===== config.mk =====
export PLATFORM = sky130hd
export DESIGN_NAME = cftr_cell
export DESIGN_NICKNAME = d
export VERILOG_FILES = /design/src/sv/cftr_pkg.sv /design/src/sv/cftr_cell.sv
export SDC_FILE = /design/constraint.sdc
export NUM_CORES = 1
export LEC_CHECK = 0
export BUFFER_PORTS_ARGS = -buffer_cell sky130_fd_sc_hd__buf_4
export CORE_AREA = 2 2 176 178
export DETAILED_ROUTE_END_ITERATION = 10
export DIE_AREA = 0 0 178 180
export PLACE_DENSITY = 0.79
export SKIP_CTS_REPAIR_TIMING = 1
export SYNTH_ARGS = -nofsm -noshare
export SYNTH_HDL_FRONTEND = slang
export SYNTH_SLANG_ARGS = --single-unit

===== constraint.sdc =====
create_clock -name clock -period 15.2 [get_ports clock]
set_input_delay 1.52 -clock clock [delete_from_list [all_inputs] [get_ports clock]]
set_output_delay 1.52 -clock clock [all_outputs]
set_load 0.02 [all_outputs]

===== src/sv/cftr_pkg.sv =====
// ----------------------------------------------------------------------------
// cftr_pkg
// Shared types for the CAN frame change tracker: request and response
// payloads and the transaction record that travels along the slot chain.
// ----------------------------------------------------------------------------
package cftr_pkg;

   localparam int unsigned IFACE_BITS = 2;
   localparam int unsigned ID_BITS    = 29;
   localparam int unsigned KEY_BITS   = IFACE_BITS + ID_BITS;
   localparam int unsigned LEN_BITS   = 4;
   localparam int unsigned DATA_BYTES = 8;
   localparam int unsigned DATA_BITS  = 8 * DATA_BYTES;
   localparam int unsigned TIME_BITS  = 32;
   localparam int unsigned SEQ_BITS   = 32;

   typedef struct packed {
      logic [IFACE_BITS-1:0] interface_number;
      logic [ID_BITS-1:0]    frame_id;
      logic [LEN_BITS-1:0]   byte_count;
      logic [DATA_BITS-1:0]  payload;
      logic [TIME_BITS-1:0]  arrival_time;
   } req_type;

   typedef struct packed {
      logic [SEQ_BITS-1:0]   sequence_number;
      logic                  first_seen;
      logic [DATA_BYTES-1:0] changed_bytes;
      logic                  notify;
      logic [TIME_BITS-1:0]  mean_interval;
      logic                  dropped_full;
   } rsp_type;

   // Transaction record handed from cell to cell.
   typedef struct packed {
      logic                  valid;
      logic                  done;      // a cell has matched or claimed it
      logic                  first;
      logic [DATA_BYTES-1:0] mask;
      logic [TIME_BITS-1:0]  average;
      logic [SEQ_BITS-1:0]   seq;
      logic [KEY_BITS-1:0]   key;
      logic [LEN_BITS-1:0]   len;
      logic [DATA_BITS-1:0]  payload;
      logic [TIME_BITS-1:0]  now;
   } flow_type;

endpackage


===== src/sv/cftr_cell.sv =====
// ----------------------------------------------------------------------------
// cftr_cell
// One table slot of the tracker. Checks the passing transaction against its
// own key, updates or claims the slot, and registers the transaction for
// the next cell.
// ----------------------------------------------------------------------------
module cftr_cell (
   input  logic               clock,
   input  logic               reset,
   input  logic               advance,
   input  cftr_pkg::flow_type flow_i,
   output cftr_pkg::flow_type flow_o
);

   logic                                slot_valid_ff, slot_valid_in;
   logic [cftr_pkg::KEY_BITS-1:0]       slot_key_ff, slot_key_in;
   logic [cftr_pkg::LEN_BITS-1:0]       slot_length_ff, slot_length_in;
   logic [cftr_pkg::DATA_BITS-1:0]      slot_payload_ff, slot_payload_in;
   logic [cftr_pkg::TIME_BITS-1:0]      slot_last_time_ff, slot_last_time_in;
   logic [cftr_pkg::TIME_BITS-1:0]      slot_average_ff, slot_average_in;
   cftr_pkg::flow_type                  flow_ff, flow_in;

   logic                                pending;
   logic                                hit;
   logic                                len_ne;
   logic [cftr_pkg::DATA_BYTES-1:0]     active;
   logic [cftr_pkg::DATA_BYTES-1:0]     byte_ne;
   logic [cftr_pkg::DATA_BYTES-1:0]     mask;
   logic                                same;
   logic [cftr_pkg::TIME_BITS-1:0]      avg_sum;

   // Byte compare and change mask
   always_comb begin
      len_ne = (flow_i.len != slot_length_ff);
      for (int i = 0; i < cftr_pkg::DATA_BYTES; i++) begin
         active[i]  = (cftr_pkg::LEN_BITS'(i) < flow_i.len);
         byte_ne[i] = (flow_i.payload[8*i +: 8] != slot_payload_ff[8*i +: 8]);
         mask[i]    = active[i] & (len_ne | byte_ne[i]);
      end
      same    = !len_ne && ((active & byte_ne) == '0);
      avg_sum = flow_i.now - slot_last_time_ff + slot_average_ff;
   end

   assign pending = flow_i.valid && !flow_i.done;
   assign hit     = pending && slot_valid_ff && (slot_key_ff == flow_i.key);

   // Slot update and transaction hand-off
   always_comb begin
      slot_valid_in     = slot_valid_ff;
      slot_key_in       = slot_key_ff;
      slot_length_in    = slot_length_ff;
      slot_payload_in   = slot_payload_ff;
      slot_last_time_in = slot_last_time_ff;
      slot_average_in   = slot_average_ff;
      flow_in           = flow_i;
      if (hit) begin
         flow_in.done      = 1'b1;
         flow_in.mask      = mask;
         flow_in.average   = avg_sum >> 1;
         slot_last_time_in = flow_i.now;
         slot_average_in   = avg_sum >> 1;
         if (!same) begin
            slot_length_in  = flow_i.len;
            slot_payload_in = flow_i.payload;
         end
      end else if (pending && !slot_valid_ff) begin
         // Slots fill in order, so the first free one ends the search.
         flow_in.done      = 1'b1;
         flow_in.first     = 1'b1;
         slot_valid_in     = 1'b1;
         slot_key_in       = flow_i.key;
         slot_length_in    = flow_i.len;
         slot_payload_in   = flow_i.payload;
         slot_last_time_in = flow_i.now;
         slot_average_in   = '0;
      end
   end

   // Slot valid bit and the transaction register
   always_ff @(posedge clock) begin
      if (reset) begin
         slot_valid_ff <= 1'b0;
         flow_ff.valid <= 1'b0;
      end else if (advance) begin
         slot_valid_ff <= slot_valid_in;
         flow_ff       <= flow_in;
      end
   end

   always_ff @(posedge clock) begin
      if (advance) begin
         slot_key_ff       <= slot_key_in;
         slot_length_ff    <= slot_length_in;
         slot_payload_ff   <= slot_payload_in;
         slot_last_time_ff <= slot_last_time_in;
         slot_average_ff   <= slot_average_in;
      end
   end

   assign flow_o = flow_ff;

endmodule


==> results.sh <==
export IMPL_hold_end="slot_valid_ff"
export IMPL_start_util_pct=52.0
export IMPL_io_pins=415
export IMPL_final_area_um2=20600
export IMPL_synth_area_um2=15700
export IMPL_hold_viol=0
export IMPL_vias=9894
export IMPL_drt_iter0_markers=542
export IMPL_synth_nets=1321
export IMPL_overflow=0
export IMPL_wl_mm=36.8
export IMPL_fp_dieW_um=178
export IMPL_cp_slowest_cell="buf_4"
export IMPL_power_density_nw_per_um2=121
export IMPL_coreArea_um2=30200
export IMPL_yosysWarningCount=0
export IMPL_die_area_um2=32000
export IMPL_num_nets_final=1761
export IMPL_cts_buffers=38
export IMPL_rrSetupSlack_ps=11110
export IMPL_p_sw_w=0.000585
export IMPL_grt_total_usage_pct=22.8
export IMPL_postSynthAreaPerCell_um2=15.0
export IMPL_worstReg2RegStart="slot_key_ff[22]"
export IMPL_tns_ps=0
export IMPL_antenna_found_initial=2
export IMPL_yosysUniqueCellTypes=57
export IMPL_grt_pass1_wl_mm=56.2
export IMPL_switching_share_pct=23.4
export IMPL_ys_async_sr_fraction_pct=0
export IMPL_finalCriticalPeriod_ps=4790
export IMPL_worstPathRequired_ps=15340
export IMPL_crit_type="in -> reg"
export IMPL_dpl_cell_area_um2=19300
export IMPL_timing_rr_end="slot_payload_ff[58]"
export IMPL_p_clk_share_pct=39.4
export IMPL_worst_hold_path_num_cells=2
export IMPL_cts_tree="done"
export IMPL_cts_root_buf="clkbuf_16"
export IMPL_skew_ps=23.7
export IMPL_synth_top_area_cell="edfxtp_1"
export IMPL_cts_path_max_buffers=3
export IMPL_drt_pass1_iter_count=5
export IMPL_ff2ff_path_depth=9
export IMPL_slew_headroom_pct=42.3
export IMPL_ant_nets=0
export IMPL_max_freq_mhz=209
export IMPL_synth_most_common_cell="edfxtp_1"
export IMPL_dp_hpwl_mm=26.9
export IMPL_numClockSinks=369
export IMPL_yosysSeqAreaShare_pct=70.5
export IMPL_timing_max_cap_violations=0
export IMPL_fillers=2072
export IMPL_drive_gt1_share_pct=32.8
export IMPL_cp_startpoint="flow_i[107]"
export IMPL_worstPathArrival_ps=4930
export IMPL_p_int_w=0.00192
export IMPL_rows=64
export IMPL_status="complete, no violations"
export IMPL_worst_setup_path_end_kind="flop"
export IMPL_synth_top_cell_area_share_pct=70.2
export IMPL_netlist_top_cells_count="edfxtp_1 (367), inv_1 (132), xnor2_1 (78), nor2_1 (66), xor2_1 (53)"
export IMPL_worstHoldStart="slot_valid_ff"
export IMPL_rsz0062_at_grt="no"
export IMPL_clkLatencyLatePin_ps=530
export IMPL_drc=0
export IMPL_peakVddDrop_uv=126
export IMPL_cp_start_kind="primary input"
export IMPL_synth_edf_count=367
export IMPL_finalSetupViolations=0
export IMPL_p_leak_nw=8.42
export IMPL_crit_path_max_fanout=68
export IMPL_avgRoutedWirePerCell_um=19.2
export IMPL_syn2layout_area_growth_pct=31.4
export IMPL_tightest_slew_ps=865
export IMPL_grt_start_max_net_pins=69
export IMPL_grt_pass1_vias=10500
export IMPL_cp_slowest_stage_delay_ps=670
export IMPL_die_h_um=180
export IMPL_fin_crit_sh_pct=31.5
export IMPL_io_buffers=414
export IMPL_yosys_top_cells_area="edfxtp_1 (70%), xnor2_1 (4.4%), fa_1 (4.0%)"
export IMPL_slew_viol_final=0
export IMPL_clk_pin_slew_ps=60
export IMPL_netlist_instances=1050
export IMPL_ys_ff_latch=369
export IMPL_synth_flop_cell="edfxtp_1"
export IMPL_pwr_share_comb_pct=13.0
export IMPL_hold_path_class="reg -> reg"
export IMPL_htreeDepth=2
export IMPL_crit_chain="buf_4 > xnor2_1 > nand4_1 > nor4_1 > nand3_2 > buf_4 > a21boi_4 > buf_4 > nor2b_4 > buf_4"
export IMPL_place_congestion=0.860
export IMPL_path_common_cell="buf_4"
export IMPL_pwr_share_seq_pct=47.6
export IMPL_vias_per_cell=5.17
## layer usage
metal	GRT usage (%)	routed length, µm
met5	0	0
met4	9.31	1470
met3	7.51	3470
met2	39.1	18400
met1	26.3	13400
## logic make-up (layout without fill, tap and decap cells)
group | after synthesis | count (layout) | synth area share (%)
buf+inv | 155 | 621 | 3.80
fa+ha+maj | 62 | 62 | 6.42
simple gates | 181 | 181 | 5.52
flops | 369 | 369 | 70.5
mux | 4 | 4 | 0.279
compound gates | 148 | 148 | 6.20
xor+xnor | 131 | 131 | 7.31
other cells | 0 | 3 | 0
## sequential cells by signal, summed over array words and instances (netlist names)
name / cells
slot_key_ff: 31
slot_length_ff: 4
slot_payload_ff: 64
slot_average_ff: 31
slot_last_time_ff: 32
slot_valid_ff: 1
flow_o: 206
## worst max path at each step
stage                                     end  cells past startpoint
after floorplan                     flow_o[0]                      1
after CTS                  slot_payload_ff[1]                     10
after detailed placement   slot_payload_ff[9]                     10
after global routing      slot_payload_ff[58]                     10
after global placement     slot_payload_ff[9]                     10
final                     slot_payload_ff[58]                     10
## cell type report
cell class	count	area (µm²)	share of cell area, %
flip-flops and latches	369	11100	53.6
clock inverters	25	339	1.64
clock buffers	41	983	4.77
multi-input cells	526	4070	19.7
inverters	132	495	2.40
repair buffers	423	3180	15.4
well taps	396	495	2.40
diodes	3	7.51	0.0364
## power by group through the flow
| stage | logic [W] | registers (W) | clock network [W] |
|---|---|---|---|
| after detailed placement | 0.000326 | 0.00121 | 0 |
| after global placement | 0.000321 | 0.00121 | 0 |
| after CTS | 0.000328 | 0.00119 | 0.00101 |
| after floorplan | 0.000128 | 0.00127 | 0 |
| after global routing | 0.000354 | 0.00120 | 0.00105 |
| final | 0.000326 | 0.00119 | 0.000988 |
## cell usage in the layout, fill, tap and decap left out, types with 13 or more instances in the layout
| master | Yosys | final |
|---|---|---|
| a21o_1 | 33 | 33 |
| a21oi_1 | 35 | 35 |
| buf_4 | 0 | 423 |
| clkbuf_16 | 0 | 39 |
| edfxtp_1 | 367 | 367 |
| fa_1 | 31 | 31 |
| ha_1 | 31 | 31 |
| inv_1 | 132 | 132 |
| nand2_1 | 46 | 46 |
| nand4_1 | 21 | 21 |
| nor2_1 | 66 | 66 |
| nor4_1 | 13 | 13 |
| o21ai_0 | 25 | 25 |
| xnor2_1 | 78 | 78 |
| xor2_1 | 53 | 53 |
## critical path: cells and delay by family
kind | cells | cell delay (ps)
buffers and inverters | 4 | 1800
AND/OR/NAND/NOR | 4 | 1090
AO/OA/AOI/OAI | 1 | 220
XOR/XNOR | 1 | 170
## stage by stage
step / hold slack (ps) / utilization, % / setup slack, ps / cells / total power [W]
2_1_floorplan: 486 / - / 3810 / 1050 / 0.00140
3_3_place_gp: 490 / 63.9 / 9980 / 1846 / 0.00153
3_5_place_dp: 524 / 63.9 / 9830 / 1846 / 0.00154
4_1_cts: 534 / 68.3 / 10420 / 1912 / 0.00253
5_1_grt: 551 / 68.3 / 10190 / 1914 / 0.00260
6_report: 546 / 68.3 / 10410 / 1915 / 0.00251
Power figures use the tool's default switching activity.
